**config.mk**
```make
export PLATFORM = sky130hd
export DESIGN_NAME = seven_segment_two_wire_writer
export DESIGN_NICKNAME = d
export VERILOG_FILES = /design/src/sstw_pkg.sv /design/src/sstw_engine.sv /design/src/seven_segment_two_wire_writer.sv
export SDC_FILE = /design/constraint.sdc
export NUM_CORES = 1
export LEC_CHECK = 0
export BUFFER_PORTS_ARGS = -buffer_cell sky130_fd_sc_hd__clkbuf_2
export CAP_MARGIN = 20
export CORE_UTILIZATION = 35
export DETAILED_ROUTE_END_ITERATION = 16
export PLACE_DENSITY = 0.49
export SLEW_MARGIN = 20
export SYNTH_ARGS = -nofsm -noshare
export SYNTH_HDL_FRONTEND = slang
export SYNTH_SLANG_ARGS = --single-unit
```
**constraint.sdc**
```tcl
create_clock -name clock -period 8.2 [get_ports clock]
set_input_delay 0.82 -clock clock [delete_from_list [all_inputs] [get_ports clock]]
set_output_delay 0.82 -clock clock [all_outputs]
set_load 0.05 [all_outputs]
```
**src/sstw_pkg.sv**
```systemverilog
// Package of the two-wire seven-segment writer: request codes, register
// indexes, shared structs, the segment table and the frame phase decoder.
// Depends on nothing.
package sstw_pkg;

   localparam int SSTW_COUNTER_WIDTH = 16;
   localparam int PHASE_TICKS_W      = 16;
   localparam int CSR_INDEX_W        = 3;
   localparam int CSR_DATA_W         = 16;
   localparam int DIGITS             = 4;
   localparam int PHASE_W            = 6;
   localparam int FRAMES_W           = 3;

   localparam logic [PHASE_W-1:0] LAST_PHASE = 6'd55;

   localparam logic [1:0] REQ_TICK = 2'd0;
   localparam logic [1:0] REQ_SHOW = 2'd1;
   localparam logic [1:0] REQ_RAW  = 2'd2;

   localparam logic [CSR_INDEX_W-1:0] CSR_PHASE_TICKS = 3'd0;
   localparam logic [CSR_INDEX_W-1:0] CSR_DIGIT0_ADDR = 3'd1;
   localparam logic [CSR_INDEX_W-1:0] CSR_DIGIT1_ADDR = 3'd2;
   localparam logic [CSR_INDEX_W-1:0] CSR_DIGIT2_ADDR = 3'd3;
   localparam logic [CSR_INDEX_W-1:0] CSR_DIGIT3_ADDR = 3'd4;

   localparam logic [FRAMES_W-1:0] SHOW_FRAMES = 3'd4;
   localparam logic [FRAMES_W-1:0] RAW_FRAMES  = 3'd1;

   localparam logic [7:0] DOT_SEGMENT = 8'h80;

   typedef struct packed {
      logic [PHASE_TICKS_W-1:0] phase_ticks;
      logic [DIGITS-1:0][7:0]   digit_address;
   } cfg_type;

   typedef struct packed {
      logic [1:0] req_type;
      logic [3:0] digit_a;
      logic [3:0] digit_b;
      logic [3:0] digit_c;
      logic [3:0] digit_d;
      logic       dot_on;
      logic [7:0] raw_command;
      logic [7:0] raw_payload;
   } request_type;

   typedef struct packed {
      logic clock_pin;
      logic data_pin;
      logic busy_res;
      logic rejected;
   } result_type;

   typedef struct packed {
      logic [7:0] command;
      logic [7:0] payload;
   } pair_type;

   typedef struct packed {
      logic clock_level;
      logic data_level;
   } levels_type;

   // Symbols 0-9, then H, dash and E; anything else is blank.
   function automatic logic [7:0] segment_of(input logic [3:0] code);
      logic [7:0] seg;
      case (code)
         4'd0:    seg = 8'h3F;
         4'd1:    seg = 8'h06;
         4'd2:    seg = 8'h5B;
         4'd3:    seg = 8'h4F;
         4'd4:    seg = 8'h66;
         4'd5:    seg = 8'h6D;
         4'd6:    seg = 8'h7D;
         4'd7:    seg = 8'h07;
         4'd8:    seg = 8'h7F;
         4'd9:    seg = 8'h6F;
         4'd10:   seg = 8'h76;
         4'd11:   seg = 8'h40;
         4'd12:   seg = 8'h79;
         default: seg = 8'h00;
      endcase
      return seg;
   endfunction

   // Pin levels of one phase of a 56-phase frame carrying one byte pair.
   function automatic levels_type phase_levels(input logic [PHASE_W-1:0] p,
                                               input pair_type pair);
      levels_type lv;
      logic [4:0] q;
      logic [2:0] bit_n;
      logic [4:0] sub;
      logic [7:0] b;
      lv    = '{clock_level: 1'b1, data_level: 1'b1};
      q     = '0;
      bit_n = '0;
      b     = pair.command;
      if (p < 6'd3) begin
         lv.clock_level = (p != 6'd2);
         lv.data_level  = (p == 6'd0);
      end else if (p < 6'd27 || (p >= 6'd28 && p < 6'd52)) begin
         if (p < 6'd27) begin
            q = 5'(p - 6'd3);
            b = pair.command;
         end else begin
            q = 5'(p - 6'd28);
            b = pair.payload;
         end
         // Bit number is q divided by three, found by independent compares.
         for (int i = 1; i < 8; i++) begin
            if (q >= 5'(3 * i)) begin
               bit_n = 3'(i);
            end
         end
         sub = q - 5'({bit_n, 1'b0} + {2'b00, bit_n});
         lv.clock_level = (sub == 5'd1);
         lv.data_level  = b[3'd7 - bit_n];
      end else if (p == 6'd27 || p == 6'd52) begin
         lv.clock_level = 1'b1;
         lv.data_level  = 1'b0;
      end else begin
         lv.clock_level = (p != 6'd53);
         lv.data_level  = (p >= 6'd55);
      end
      return lv;
   endfunction

endpackage

```
**src/sstw_engine.sv**
```systemverilog
// Frame engine of the two-wire seven-segment writer: bus state, byte pairs
// and phase timing, advanced once per step. Depends on sstw_pkg.
module sstw_engine import sstw_pkg::*; #(
   parameter int COUNTER_WIDTH = SSTW_COUNTER_WIDTH
) (
   input  logic        clock,
   input  logic        reset,
   input  logic        step,
   input  request_type request,
   input  cfg_type     cfg,
   output result_type  result
);

   localparam int CMP_W = (COUNTER_WIDTH + 1 > PHASE_TICKS_W + 1) ?
                          COUNTER_WIDTH + 1 : PHASE_TICKS_W + 1;

   logic                     clock_level_ff, clock_level_in;
   logic                     data_level_ff, data_level_in;
   logic [COUNTER_WIDTH-1:0] hold_ff, hold_in;
   logic [PHASE_W-1:0]       phase_ff, phase_in;
   logic [FRAMES_W-1:0]      frames_left_ff, frames_left_in;
   pair_type                 pairs_ff [DIGITS];
   pair_type                 pairs_in [DIGITS];

   logic                     is_request;
   logic                     load;
   logic                     active_now;
   logic [COUNTER_WIDTH-1:0] hold_now;
   logic [PHASE_W-1:0]       phase_now;
   logic [FRAMES_W-1:0]      frames_now;
   pair_type                 pairs_now [DIGITS];
   logic [CMP_W-1:0]         hold_inc;
   logic [CMP_W-1:0]         limit;
   logic                     advance;
   logic [7:0]               third_seg;
   levels_type               lv;

   always_comb begin
      is_request = (request.req_type == REQ_SHOW) || (request.req_type == REQ_RAW);
      load       = is_request && (frames_left_ff == '0);

      third_seg = segment_of(request.digit_c);
      if (request.dot_on) begin
         third_seg = third_seg | DOT_SEGMENT;
      end

      pairs_now  = pairs_ff;
      frames_now = frames_left_ff;
      hold_now   = hold_ff;
      phase_now  = phase_ff;
      if (load) begin
         hold_now  = '0;
         phase_now = '0;
         if (request.req_type == REQ_SHOW) begin
            pairs_now[0] = '{cfg.digit_address[0], segment_of(request.digit_a)};
            pairs_now[1] = '{cfg.digit_address[1], segment_of(request.digit_b)};
            pairs_now[2] = '{cfg.digit_address[2], third_seg};
            pairs_now[3] = '{cfg.digit_address[3], segment_of(request.digit_d)};
            frames_now   = SHOW_FRAMES;
         end else begin
            pairs_now[0] = '{request.raw_command, request.raw_payload};
            frames_now   = RAW_FRAMES;
         end
      end
      active_now = (frames_now != '0);

      // A zero hold is taken as one; a hold past the counter range ends at wrap.
      limit    = (cfg.phase_ticks == '0) ? CMP_W'(1) : CMP_W'(cfg.phase_ticks);
      hold_inc = CMP_W'(hold_now) + CMP_W'(1);
      advance  = (hold_inc >= limit) || (hold_now == '1);

      lv = phase_levels(phase_now, pairs_now[0]);

      clock_level_in = clock_level_ff;
      data_level_in  = data_level_ff;
      hold_in        = hold_now;
      phase_in       = phase_now;
      frames_left_in = frames_now;
      pairs_in       = pairs_now;
      if (active_now) begin
         clock_level_in = lv.clock_level;
         data_level_in  = lv.data_level;
         if (advance) begin
            hold_in = '0;
            if (phase_now == LAST_PHASE) begin
               phase_in       = '0;
               frames_left_in = frames_now - FRAMES_W'(1);
               // The next frame's pair moves to the front of the line.
               for (int i = 0; i < DIGITS - 1; i++) begin
                  pairs_in[i] = pairs_now[i + 1];
               end
            end else begin
               phase_in = phase_now + PHASE_W'(1);
            end
         end else begin
            hold_in = COUNTER_WIDTH'(hold_inc);
         end
      end

      result.clock_pin = clock_level_in;
      result.data_pin  = data_level_in;
      result.busy_res  = active_now;
      result.rejected  = is_request && !load;
   end

   always_ff @(posedge clock) begin
      if (reset) begin
         clock_level_ff <= 1'b1;
         data_level_ff  <= 1'b1;
         hold_ff        <= '0;
         phase_ff       <= '0;
         frames_left_ff <= '0;
      end else if (step) begin
         clock_level_ff <= clock_level_in;
         data_level_ff  <= data_level_in;
         hold_ff        <= hold_in;
         phase_ff       <= phase_in;
         frames_left_ff <= frames_left_in;
      end
   end

   always_ff @(posedge clock) begin
      if (step) begin
         pairs_ff <= pairs_in;
      end
   end

endmodule

```
**src/seven_segment_two_wire_writer.sv**
```systemverilog
// Top level of the two-wire seven-segment writer: configuration registers,
// request handshake and the result register. Depends on sstw_pkg and
// sstw_engine.
//
// Every request word is one time tick. A word with req_type show maps four
// symbol codes to segment patterns and sends four frames, one per digit; a
// word with req_type raw sends one frame of raw_command and raw_payload.
// Requests are taken only while idle; one that arrives while frames are in
// progress is dropped and its response word has rsp_rejected set.
// Every request word yields exactly one response word with the pin levels
// driven during that tick, busy and rejected flags.
// The response word is registered on the edge that takes the request.
// Throughput is one word per cycle, set by the single response register,
// which accepts a new word on the same edge that the receiver takes the
// old one. When the receiver stalls, req_ready falls once the response
// register is full and the engine holds its state.
// A frame lasts 56 phases of phase_ticks words each.
// Synchronous reset puts both pins at 1 (bus idle), clears the engine and
// loads the register defaults; configuration is written through csr_we,
// csr_index and csr_wdata, one register per cycle.
module seven_segment_two_wire_writer import sstw_pkg::*; #(
   parameter int COUNTER_WIDTH = SSTW_COUNTER_WIDTH
) (
   input  logic                   clock,
   input  logic                   reset,
   input  logic                   req_valid,
   output logic                   req_ready,
   input  logic [1:0]             req_type,
   input  logic [3:0]             req_digit_a,
   input  logic [3:0]             req_digit_b,
   input  logic [3:0]             req_digit_c,
   input  logic [3:0]             req_digit_d,
   input  logic                   req_dot_on,
   input  logic [7:0]             req_raw_command,
   input  logic [7:0]             req_raw_payload,
   output logic                   rsp_valid,
   input  logic                   rsp_ready,
   output logic                   rsp_clock_pin,
   output logic                   rsp_data_pin,
   output logic                   rsp_busy_res,
   output logic                   rsp_rejected,
   input  logic                   csr_we,
   input  logic [CSR_INDEX_W-1:0] csr_index,
   input  logic [CSR_DATA_W-1:0]  csr_wdata
);

   cfg_type     cfg_ff;
   logic        rsp_valid_ff;
   result_type  rsp_ff;
   request_type request;
   result_type  result;
   logic        step;

   assign req_ready = !rsp_valid_ff || rsp_ready;
   assign step      = req_valid && req_ready;

   assign request = '{req_type:    req_type,
                      digit_a:     req_digit_a,
                      digit_b:     req_digit_b,
                      digit_c:     req_digit_c,
                      digit_d:     req_digit_d,
                      dot_on:      req_dot_on,
                      raw_command: req_raw_command,
                      raw_payload: req_raw_payload};

   sstw_engine #(
      .COUNTER_WIDTH(COUNTER_WIDTH)
   ) u_engine (
      .clock   (clock),
      .reset   (reset),
      .step    (step),
      .request (request),
      .cfg     (cfg_ff),
      .result  (result)
   );

   always_ff @(posedge clock) begin
      if (reset) begin
         cfg_ff.phase_ticks      <= PHASE_TICKS_W'(100);
         cfg_ff.digit_address[0] <= 8'd104;
         cfg_ff.digit_address[1] <= 8'd106;
         cfg_ff.digit_address[2] <= 8'd108;
         cfg_ff.digit_address[3] <= 8'd110;
      end else if (csr_we) begin
         unique case (csr_index)
            CSR_PHASE_TICKS: cfg_ff.phase_ticks      <= csr_wdata;
            CSR_DIGIT0_ADDR: cfg_ff.digit_address[0] <= csr_wdata[7:0];
            CSR_DIGIT1_ADDR: cfg_ff.digit_address[1] <= csr_wdata[7:0];
            CSR_DIGIT2_ADDR: cfg_ff.digit_address[2] <= csr_wdata[7:0];
            CSR_DIGIT3_ADDR: cfg_ff.digit_address[3] <= csr_wdata[7:0];
            default: ;
         endcase
      end
   end

   always_ff @(posedge clock) begin
      if (reset) begin
         rsp_valid_ff <= 1'b0;
      end else if (step) begin
         rsp_valid_ff <= 1'b1;
      end else if (rsp_ready) begin
         rsp_valid_ff <= 1'b0;
      end
   end

   always_ff @(posedge clock) begin
      if (step) begin
         rsp_ff <= result;
      end
   end

   assign rsp_valid     = rsp_valid_ff;
   assign rsp_clock_pin = rsp_ff.clock_pin;
   assign rsp_data_pin  = rsp_ff.data_pin;
   assign rsp_busy_res  = rsp_ff.busy_res;
   assign rsp_rejected  = rsp_ff.rejected;

endmodule
```
==> results of run 1 <==
final timing paths:
kind / start / end / slack (ps) / cells past startpoint
worst max-delay path: req_type[1] / rsp_clock_pin / 2000 / 24
worst min-delay path: cfg_ff[28] / cfg_ff[28] / 460 / 2
worst max register to register: u_engine.frames_left_ff[0] / rsp_clock_pin / 2370 / 21
worst min register to register: cfg_ff[28] / cfg_ff[28] / 460 / 2
registers in the layout (all words and copies together), names as in the netlist:
| register | cells |
|---|---|
| cfg_ff | 48 |
| u_engine.pairs_ff | 64 |
| rsp_busy_res | 1 |
| u_engine.clock_level_ff | 1 |
| rsp_valid | 1 |
| rsp_clock_pin | 1 |
| rsp_rejected | 1 |
| rsp_data_pin | 1 |
| u_engine.frames_left_ff | 3 |
| u_engine.hold_ff | 16 |
| u_engine.data_level_ff | 1 |
| u_engine.phase_ff | 6 |
kinds of logic after synthesis:
family | Yosys count | share of synthesized area [%]
muxes | 37 | 4.235
adders and majority gates | 55 | 7.856
and+or+nand+nor | 441 | 22.20
DFF | 144 | 39.81
xor gates and xnor gates | 21 | 2.055
AOI/OAI and AO/OA | 263 | 18.95
buffers and inverters | 114 | 4.892
per-layer routing:
| layer | GRT usage [%] | routed length (um) | vias to the layer above |
|---|---|---|---|
| met4 | 4.974 | 223 | 0 |
| met5 | 0 | 0 | - |
| met2 | 27.19 | 9842 | 160 |
| met1 | 27.84 | 12600 | 3510 |
| li1 | - | - | 3862 |
| met3 | 2.324 | 804 | 20 |
through the flow:
step	std cells	util, %	total power [W]	hold slack (ps)	setup slack (ps)
floorplan	1075	-	0.0009978	436.4	2175
global placement	1411	37.92	0.001080	444.7	1719
detailed placement	1411	37.92	0.001082	453.0	1561
CTS	1443	40.17	0.001836	462.0	1968
global route	1443	40.17	0.001898	485.8	1490
finish	1443	40.17	0.001817	457.9	2003
power by group:
part	switching [W]	internal, W	leakage (nW)	total, W
registers	0.0000186	0.000805	1.27	0.000824
clock network	0.000299	0.000452	0.263	0.000752
logic	0.000160	0.0000817	2.41	0.000242
total	0.000478	0.00134	3.94	0.00182
area by class of cell:
class	instances	area, um2	share of cell area [%]
well taps	330	412.9	4.094
multi-input cells	817	4972	49.30
inverters	45	168.9	1.675
flip-flops and latches	144	3563	35.33
clock buffers	21	450.4	4.466
clock inverters	11	115.1	1.141
repair buffers	75	402.9	3.995
cells in the mapped netlist, drive strengths merged (13+ instances only):
master and instances:
a211oi 20, dfxtp 76, inv 44, nand2 201, nor2b 25, buf 19
ha 53, a21oi 80, mux2i 30, a31oi 23, nor2 113, a22oi 13
edfxtp 68, o21ai 58, clkbuf 50, nand3 26
worst max-delay path: cells and delay by family:
kind | cells | cell delay [ps]
AO/OA/AOI/OAI | 7 | 1520
XOR/XNOR | 1 | 160
adder cells (fa/ha/maj) | 4 | 1550
buffers and inverters | 5 | 390
multiplexers | 2 | 470
AND/OR/NAND/NOR | 5 | 1580
cells in the final DEF, fill, tap and decap left out, drive strengths merged, types with 7 or more instances in the layout:
cell / instances
nand3b: 11
a21oi: 80
a211oi: 20
mux2: 7
nor2: 113
o21ai: 58
a31oi: 23
nor3: 11
nand4: 8
nand2: 201
xnor2: 11
inv: 45
and3: 12
xor2: 10
o211ai: 11
dfxtp: 76
a211o: 12
a22oi: 13
edfxtp: 68
nor4: 7
nor2b: 25
mux2i: 30
nand2b: 10
ha: 53
buf: 11
nand3: 26
clkbuf: 85
==> results by group, run 1 <==
Yosys
  • Cells after synthesis: 1075
  • Yosys warning count: 0
  • Area of the mapped netlist: 8951 um2
  • Syn_nets: 1189
  • Top FF cell, synth: dfxtp_1
  • Post-synth top area share: 22.81%
  • Async set-or-reset flop fraction in the synthesized netlist: 0%
  • Yosys reg bits: 144
  • Post-synth EDFFs: 68
  • Seq/Total Area, Yosys: 39.81%
  • Mapped Avg Cell Area: 8.327 um2
  • Yosys cell types: 68
  • Leading post-synthesis cells by cell area: edfxtp_1 23%, dfxtp_1 17%, nand2_1 8.4%
  • Largest area contributor in the netlist: edfxtp_1

Routing
  • Routed length per placed instance: 16.26 um
  • Routed via count: 7552
  • Detailed Route Iter0 Violations: 610
  • DR pass1 iterations: 5
  • Final ANT Viol Nets: 0
  • Final WL: 23470 um
  • DR DRC count: 0
  • Vias/cell: 5.234

Layout
  • Final instance area: 10090 um2
  • Filler cell count: 2621
  • Fraction of layout cells with a size suffix above 1: 11.05%
  • P&R area growth vs syn: 12.68%
  • Fin nets: 1214
  • # diodes: 0

Setup path
  • CP Cell Sequence: clkbuf_2 -> inv_1 -> ha_1 -> or4_1 -> nand2_1 -> inv_1 -> ha_1 -> o211a_1 -> o21ai_4 -> o2bb2ai_2 -> inv_2 -> mux2_2 -> o22ai_1 -> nand2_1 -> ha_1 -> fa_1 -> inv_1 -> a21o_1 -> a21oi_1 -> xor2_1 -> nor4b_1 -> nand3_1 -> o221ai_1 -> mux2_2
  • Startpoint types: input port
  • CP max-delay cell: or4_1
  • Worst EP arrival: 6480 ps
  • Crit path kind: in2reg
  • Largest fanout on the critical path: 14
  • Critical Path End Type: register
  • Largest stage delay on the critical path: 700 ps
  • Required @ worst endpoint: 8490 ps

Run status
  • Status: completed

Floorplanning
  • Initial core utilization: 35.65%
  • Core area: 25110 um2
  • Die area: 26220 um2
  • Die width: 161.9 um
  • Die Span Y: 161.9 um
  • I/O Pins: 65
  • Standard-cell row count: 58

Global route
  • Total GRT Usage: 18.41%
  • Initial antenna violation count: 0
  • First-pass GRT wire length: 38240 um
  • GRT overflow: 0
  • Vias in the first global route: 7165
  • Largest net degree at the start of global routing: 77

Timing
  • Slew Limit Headroom: 29.45%
  • Fin Setup TNS: 0 ps
  • Minimum clock period: 6197 ps
  • Setup Viol. Count Final: 0
  • Fmax: 161.4 MHz
  • Final hold viol count: 0
  • RSZ-0062 raised after global routing: false
  • Max Slew Vio Count: 0
  • Fin crit share: 75.57%
  • Setup Skew: 16.71 ps
  • Worst-Margin Slew: 1054 ps

Clock tree
  • Root buffer cell: clkbuf_16
  • Worst-path clk slew: 60 ps
  • Clock Latency Late Sink: 420 ps
  • CTS Buffer Depth: 2
  • Post CTS Setup Buffer Count: 0
  • Hold Buf Count CTS: 0
  • Num CTS Buffers: 17
  • Post-CTS Resized: 0
  • H-tree depth: 4
  • CTS tree: built
  • Clk sink count: 144

Placement
  • Routability congestion estimate: 0.8354
  • Placed Area: 9520 um2
  • PortBufs: 64
  • Post-DP HPWL: 15930 um

Power and ir drop
  • Peak supply drop: 0.1203 mV
  • Leak: 3.942 nW
  • Pwr per Cell Area: 180.2 nW/um2

Flow run
  • Max-Cap Viols: 0

Min path
  • Worst hold path class: reg2reg
(Power assumes the default switching activity.)
==> inputs of run 2 (changes only) <==
--- a/config.mk
+++ b/config.mk
@@ -9,7 +9,7 @@
 export CAP_MARGIN = 20
 export CORE_UTILIZATION = 35
 export DETAILED_ROUTE_END_ITERATION = 16
-export PLACE_DENSITY = 0.49
+export PLACE_DENSITY = 0.51
 export SLEW_MARGIN = 20
 export SYNTH_ARGS = -nofsm -noshare
 export SYNTH_HDL_FRONTEND = slang
==> constraint.sdc (replaced) <==
create_clock -name clock -period 5.6 [get_ports clock]
set_input_delay 0.56 -clock clock [delete_from_list [all_inputs] [get_ports clock]]
set_output_delay 0.56 -clock clock [all_outputs]
set_load 0.05 [all_outputs]
==> run 2 against run 1 <==
Net effect: non-clock buffer count increased by 16; critical path depth is 1 higher; worst hold slack got worse by 100 ps; sequential power up 47%; total power is 47% higher; combinational power up 47%; wire length grew 0.37%; final cell count rose by 1.1%; clock power is 48% higher.
==> results by group, run 2 (same netlist as run 1, synthesis figures left out) <==
Min path
  • Worst hold path class: in2reg (was reg2reg)
  • Worst hold start: csr_wdata[8] (was cfg_ff[28])
  • Hold path depth: 3 (was 2)
  • End of the worst hold path: cfg_ff[40] (was cfg_ff[28])

Timing
  • Setup Skew: 10.44 ps (was 16.71 ps)
  • Final hold viol count: 0 (unchanged)
  • RSZ-0062 raised after global routing: false (unchanged)
  • Fmax: 197.9 MHz
  • Fin Setup TNS: 0 ps (unchanged)
  • Max Slew Vio Count: 0 (unchanged)
  • Fin crit share: 90.24%
  • WHS: 357.7 ps (was 457.9 ps)
  • Setup Viol. Count Final: 0 (unchanged)
  • Slew Limit Headroom: 26.41% (was 29.45%)
  • Worst-Margin Slew: 1100 ps (was 1054 ps)
  • Minimum clock period: 5054 ps

Floorplanning
  • Initial core utilization: 35.65% (unchanged)
  • Core area: 25110 um2 (unchanged)
  • Die Span Y: 161.9 um (unchanged)
  • Die area: 26220 um2 (unchanged)
  • Die width: 161.9 um (unchanged)
  • I/O Pins: 65 (unchanged)
  • Standard-cell row count: 58 (unchanged)

Layout
  • Reg with most FFs: u_engine.pairs_ff (unchanged)
  • # diodes: 0 (unchanged)
  • Largest registers: u_engine.pairs_ff: 64 flops, cfg_ff: 48 flops, u_engine.hold_ff: 16 flops (unchanged)
  • Final instance area: 10250 um2 (was 10090 um2)
  • Fin nets: 1230 (was 1214)
  • Final design utilization: 40.82% (was 40.17%)
  • P&R area growth vs syn: 14.50% (was 12.68%)
  • Fraction of layout cells with a size suffix above 1: 12.75% (was 11.05%)
  • Max reg flops: 64 (unchanged)
  • Most common cell after layout, fill and taps aside: nand2_1 (unchanged)
  • Most frequent cells in the layout: 200 x nand2_1, 110 x nor2_1, 80 x a21oi_1 (unchanged)

Routing
  • Detailed Route Iter0 Violations: 492 (was 610)
  • Routed via count: 7666 (was 7552)
  • Vias/cell: 5.254 (was 5.234)
  • Final ANT Viol Nets: 0 (unchanged)
  • Final WL: 23550 um (was 23470 um)
  • DR pass1 iterations: 5 (unchanged)
  • Routed length per placed instance: 16.14 um (was 16.26 um)
  • DR DRC count: 0 (unchanged)

Clock tree
  • CTS tree: built (unchanged)
  • Clock Latency Late Sink: 420 ps (about the same)
  • Worst-path clk slew: 60 ps (about the same)
  • Num CTS Buffers: 17 (unchanged)
  • Post CTS Setup Buffer Count: 0 (unchanged)
  • CTS Buffer Depth: 2 (unchanged)
  • Root buffer cell: clkbuf_16 (unchanged)
  • H-tree depth: 4 (unchanged)
  • Clk sink count: 144 (unchanged)

Setup path
  • Startpoint types: input port (unchanged)
  • RR Endpoint: rsp_clock_pin (unchanged)
  • Reg-to-Reg Start: u_engine.frames_left_ff[0] (unchanged)
  • Worst Reg-to-Reg Cells: 22 (was 21)
  • Source of the critical timing path: req_type[1] (unchanged)
  • Required @ worst endpoint: 5900 ps (was 8490 ps)
  • FF-to-FF setup slack: 630 ps (was 2370 ps)
  • Critical Path End Type: register (unchanged)
  • Largest fanout on the critical path: 7 (was 14)
  • Worst EP arrival: 5350 ps (was 6480 ps)
  • Crit path kind: in2reg (unchanged)

Placement
  • Routability congestion estimate: 0.8921 (was 0.8354)
  • Post-DP HPWL: 16420 um (was 15930 um)
  • Placed Area: 9666 um2 (was 9520 um2)
  • PortBufs: 64 (unchanged)

Global route
  • Vias in the first global route: 7039 (was 7165)
  • Total GRT Usage: 18.42% (was 18.41%)
  • GRT overflow: 0 (unchanged)
  • First-pass GRT wire length: 38260 um (was 38240 um)
  • Initial antenna violation count: 0 (unchanged)
  • Largest net degree at the start of global routing: 46 (was 77)

Flow run
  • Max-Cap Viols: 0 (unchanged)

Power and ir drop
  • Leak: 4.048 nW (was 3.942 nW)
  • Pwr per Cell Area: 260.6 nW/um2 (was 180.2 nW/um2)
  • Peak supply drop: 0.1999 mV (was 0.1203 mV)

Run status
  • Status: completed (unchanged)
-- run 2: stage by stage --
step / cells / worst slack, ps / total power (W)
global route: 1459 / 164.7 / 0.002794
detailed placement: 1427 / 22.55 / 0.001585
floorplan: 1075 / 24.80 / 0.001462
CTS: 1459 / 418.6 / 0.002697
finish: 1459 / 546.3 / 0.002671
global placement: 1427 / 219.4 / 0.001584
-- run 2: where the power goes --
| group | internal (W) | switching [W] | total [W] |
|---|---|---|---|
| clock | 0.000660 | 0.000448 | 0.00111 |
| sequential | 0.00118 | 0.0000288 | 0.00121 |
| combinational | 0.000122 | 0.000233 | 0.000355 |
-- run 2: layout make-up --
class | count | area [um2]
clock buffer | 25 | 530.5
clock inverter | 7 | 47.55
fill | 2617 | 14860
inverter | 45 | 168.9
multi-input combinational | 817 | 4977
sequential | 144 | 3563
tap | 330 | 412.9
timing repair buffer | 91 | 548.0
-- run 2: worst max-delay path by stage --
stage / to / slack, ps / cells past startpoint
after detailed placement: rsp_clock_pin / 20 / 24
after global routing: rsp_clock_pin / 160 / 26
after floorplan: u_engine.pairs_ff[26] / 20 / 24
after global placement: rsp_clock_pin / 220 / 24
after CTS: rsp_clock_pin / 420 / 24
final: rsp_clock_pin / 550 / 25
-- run 2: critical path: stages --
cell       delay, ps
clkbuf_2          70
inv_1             30
ha_1             340
or4_1            460
nand2_1          110
inv_1             70
ha_1             290
buf_4            200
a21oi_1          160
a311oi_1          80
a211o_1          390
a2111oi_4        270
o31ai_2          110
nand2_1           70
nand2_1           70
ha_1             350
fa_1             470
inv_1             70
a21o_1           110
a21oi_1           70
xor2_1           160
nor4b_1          300
nand3_1          110
o221ai_1         230
mux2_2           200
-- run 2: timing repair --
item	4_1_cts	5_1_grt
gates resized for setup	0	1
hold buffers	0	0
setup endpoints to repair	0	1
-- run 2: layer usage --
layer | GRT usage [%] | up-vias | wire length [um]
met5 | 0 | - | 0
li1 | - | 3893 | -
met1 | 27.40 | 3604 | 12250
met4 | 4.288 | 0 | 212
met2 | 27.60 | 152 | 10250
met3 | 2.937 | 17 | 840
==> inputs of run 3 (changes only) <==
--- a/config.mk
+++ b/config.mk
@@ -7,10 +7,13 @@
 export LEC_CHECK = 0
 export BUFFER_PORTS_ARGS = -buffer_cell sky130_fd_sc_hd__clkbuf_2
 export CAP_MARGIN = 20
-export CORE_UTILIZATION = 35
+export CELL_PAD_IN_SITES_DETAIL_PLACEMENT = 2
+export CELL_PAD_IN_SITES_GLOBAL_PLACEMENT = 2
+export CORE_UTILIZATION = 34
 export DETAILED_ROUTE_END_ITERATION = 16
-export PLACE_DENSITY = 0.51
+export PLACE_DENSITY = 0.75
 export SLEW_MARGIN = 20
 export SYNTH_ARGS = -nofsm -noshare
 export SYNTH_HDL_FRONTEND = slang
 export SYNTH_SLANG_ARGS = --single-unit
+export TNS_END_PERCENT = 20
==> run 3 against run 2 <==
Net effect: global-route usage rose by 4.0 points; sequential share of layout area fell by 0.14 points; clock power rose by 8%; non-clock buffer count rose by 3; via count rose by 4.5%; sequential cell count did not move; wire length rose by 23%; largest power group unchanged; worst hold slack got worse by 4.0 ps; combinational power rose by 7.6%; final cell count rose by 0.55%; maximum frequency fell by 2.2%.
==> results by group, run 3 (same netlist as run 1, synthesis figures left out) <==
Routing
  • Vias/cell: 5.460 (was 5.254)
  • Routed length per placed instance: 19.82 um (was 16.14 um)
  • Highest Signal Layer: met4 (unchanged)
  • Final ANT Viol Nets: 0 (unchanged)
  • Final WL: 29080 um (was 23550 um)
  • Met3 wire length: 672 um (was 840 um)
  • DR pass1 iterations: 4 (was 5)
  • WL met1: 14250 um (was 12250 um)
  • Detailed Route Iter0 Violations: 438 (was 492)
  • Routed via count: 8010 (was 7666)
  • DR DRC count: 0 (unchanged)
  • Routed met2 length: 13850 um (was 10250 um)

Setup path
  • Worst Reg-to-Reg Cells: 21 (was 22)
  • Largest fanout on the critical path: 8 (was 7)
  • CP delay by family, top: adder cells (unchanged)
  • CP Cell Sequence: clkbuf_2 -> inv_1 -> ha_1 -> or4_1 -> nand2_1 -> inv_1 -> ha_1 -> o211a_1 -> nor2_2 -> o2bb2ai_2 -> inv_2 -> nor2_2 -> a211oi_1 -> inv_1 -> ha_1 -> fa_1 -> inv_1 -> a21o_1 -> a21oi_1 -> xor2_1 -> nor4b_1 -> nand3_1 -> o221ai_1 -> mux2_2
  • Worst EP arrival: 5460 ps (was 5350 ps)
  • Critical Path End Type: register (unchanged)
  • CP max-delay cell: a211oi_1 (was fa_1)
  • Startpoint types: input port (unchanged)
  • CP dominant cell by count: inv_1
  • Required @ worst endpoint: 5900 ps (about the same)
  • Crit path kind: in2reg (unchanged)
  • Largest stage delay on the critical path: 500 ps (was 470 ps)
  • RR Endpoint: rsp_clock_pin (unchanged)
  • WP buf/inv: 6 (was 5)
  • FF-to-FF setup slack: 520 ps (was 630 ps)
  • Reg-to-Reg Start: u_engine.frames_left_ff[0] (unchanged)

Floorplanning
  • Initial core utilization: 34.55% (was 35.65%)
  • I/O Pins: 65 (unchanged)
  • Die area: 26980 um2 (was 26220 um2)
  • Standard-cell row count: 59 (was 58)
  • Die Span Y: 164.3 um (was 161.9 um)
  • Die width: 164.3 um (was 161.9 um)
  • Core area: 25910 um2 (was 25110 um2)

Clock tree
  • Clk sink count: 144 (unchanged)
  • Worst-path clk slew: 60 ps (about the same)
  • Hold Buf Count CTS: 0 (unchanged)
  • CTS tree: built (unchanged)
  • Clock Latency Late Sink: 430 ps (was 420 ps)
  • H-tree depth: 4 (unchanged)
  • Post-CTS Resized: 0 (unchanged)
  • Num CTS Buffers: 17 (unchanged)
  • Post CTS Setup Buffer Count: 0 (unchanged)
  • Root buffer cell: clkbuf_16 (unchanged)
  • CTS Buffer Depth: 2 (unchanged)

Timing
  • Setup Skew: 13.78 ps (was 10.44 ps)
  • Setup Viol. Count Final: 0 (unchanged)
  • Worst-Margin Slew: 921.5 ps (was 1100 ps)
  • Final hold viol count: 0 (unchanged)
  • Fmax: 193.6 MHz (was 197.9 MHz)
  • Fin crit share: 92.25% (was 90.24%)
  • Slew Limit Headroom: 38.48% (was 26.41%)
  • RSZ-0062 raised after global routing: false (unchanged)
  • Final Worst Setup Slack: 434.0 ps (was 546.3 ps)
  • Max Slew Vio Count: 0 (unchanged)
  • Minimum clock period: 5166 ps (was 5054 ps)

Global route
  • Total GRT Usage: 22.43% (was 18.42%)
  • Largest net degree at the start of global routing: 46 (unchanged)
  • Vias in the first global route: 8578 (was 7039)
  • First-pass GRT wire length: 46620 um (was 38260 um)
  • GRT overflow: 0 (unchanged)
  • Initial antenna violation count: 0 (unchanged)

Layout
  • Final instance area: 10290 um2 (was 10250 um2)
  • # diodes: 0 (unchanged)
  • Largest registers: u_engine.pairs_ff: 64 flops, cfg_ff: 48 flops, u_engine.hold_ff: 16 flops (unchanged)
  • FF/Latch Area: 3563 um2 (unchanged)
  • Filler cell count: 2935 (was 2617)
  • Reg with most FFs: u_engine.pairs_ff (unchanged)
  • Fin nets: 1233 (was 1230)
  • Fraction of layout cells with a size suffix above 1: 12.90% (was 12.75%)
  • Area of the multi-input gates: 4975 um2 (was 4977 um2)
  • Max reg flops: 64 (unchanged)
  • Most common cell after layout, fill and taps aside: nand2_1 (unchanged)
  • Most frequent cells in the layout: 200 x nand2_1, 109 x nor2_1, 80 x a21oi_1 (was 200 x nand2_1, 110 x nor2_1, 80 x a21oi_1)
  • P&R area growth vs syn: 14.97% (was 14.50%)
  • Final design utilization: 39.72% (was 40.82%)
  • Non-filler instance count after layout: 1467 (was 1459)

Run status
  • Status: completed (unchanged)

Power and ir drop
  • Leak: 4.062 nW (was 4.048 nW)
  • Pwr per Cell Area: 270.9 nW/um2 (was 260.6 nW/um2)
  • Pwr Total: 0.002788 W (was 0.002671 W)
  • Peak supply drop: 0.1860 mV (was 0.1999 mV)

Flow run
  • Max-Cap Viols: 0 (unchanged)

Min path
  • Worst hold path class: in2reg (unchanged)
  • Hold path depth: 3 (unchanged)
  • End of the worst hold path: cfg_ff[46] (was cfg_ff[40])
  • Worst hold start: csr_wdata[14] (was csr_wdata[8])

Placement
  • Placed Area: 9694 um2 (was 9666 um2)
  • Routability congestion estimate: 0.8288 (was 0.8921)
  • Post-Place Worst Slack: -21.84 ps (was 22.55 ps)
  • Placed Cells: 1435 (was 1427)
  • Post-DP HPWL: 20390 um (was 16420 um)
  • PortBufs: 64 (unchanged)
run 3: changes by cell type in the layout (fill, tap and decap cells not counted), sizes merged:
cell    previous run  this run
clkbuf            89        85
clkinv             4         3
inv               46        48
bufinv             0         3
buf               27        30
run 3: layer usage:
metal | vias to the layer above | GRT usage, %
li1 | 3887 | -
met1 | 4002 | 30.44
met2 | 98 | 37.34
met3 | 23 | 3.359
met4 | 0 | 5.093
met5 | - | 0
run 3: worst register-to-register path: stages, from the launching register on:
cell and delay (ps):
dfxtp_1 370, or4_1 570, nand2_1 110, inv_1 70, ha_1 310, o211a_1 310, nor2_2 240, o2bb2ai_2 120
inv_2 110, nor2_2 70, a211oi_1 500, inv_1 120, ha_1 340, fa_1 470, inv_1 80, a21o_1 110
a21oi_1 70, xor2_1 160, nor4b_1 280, nand3_1 110, o221ai_1 230, mux2_2 200
run 3: how the worst max path moves through the flow:
stage / startpoint / end / slack [ps] / depth (start not counted)
after CTS: req_type[1] / rsp_clock_pin / 390 / 24
after global routing: req_type[1] / rsp_clock_pin / 30 / 24
after floorplan: req_type[1] / u_engine.pairs_ff[26] / 20 / 24
after global placement: req_type[1] / rsp_clock_pin / 180 / 24
final: req_type[1] / rsp_clock_pin / 430 / 24
after detailed placement: req_type[1] / rsp_clock_pin / -20 / 24
run 3: power by group:
group          total [W]  switching [W]  internal [W]
Combinational   0.000382       0.000256      0.000126
Sequential       0.00121      0.0000298       0.00118
Clock            0.00120       0.000491      0.000707
Total            0.00279       0.000777       0.00201
run 3: final cells by class:
type	instances	area share, %
sequential	144	34.63
inverter	45	1.641
clock inverter	11	1.495
timing repair buffer	94	5.544
tap	335	4.073
clock buffer	21	4.280
multi-input combinational	817	48.34
run 3: through the flow:
step,TNS [ps],hold slack [ps]
after detailed placement,-21.84,451.5
after global placement,0,445.0
after CTS,0,331.7
after floorplan,0,436.4
final,0,353.8
after global routing,0,344.7
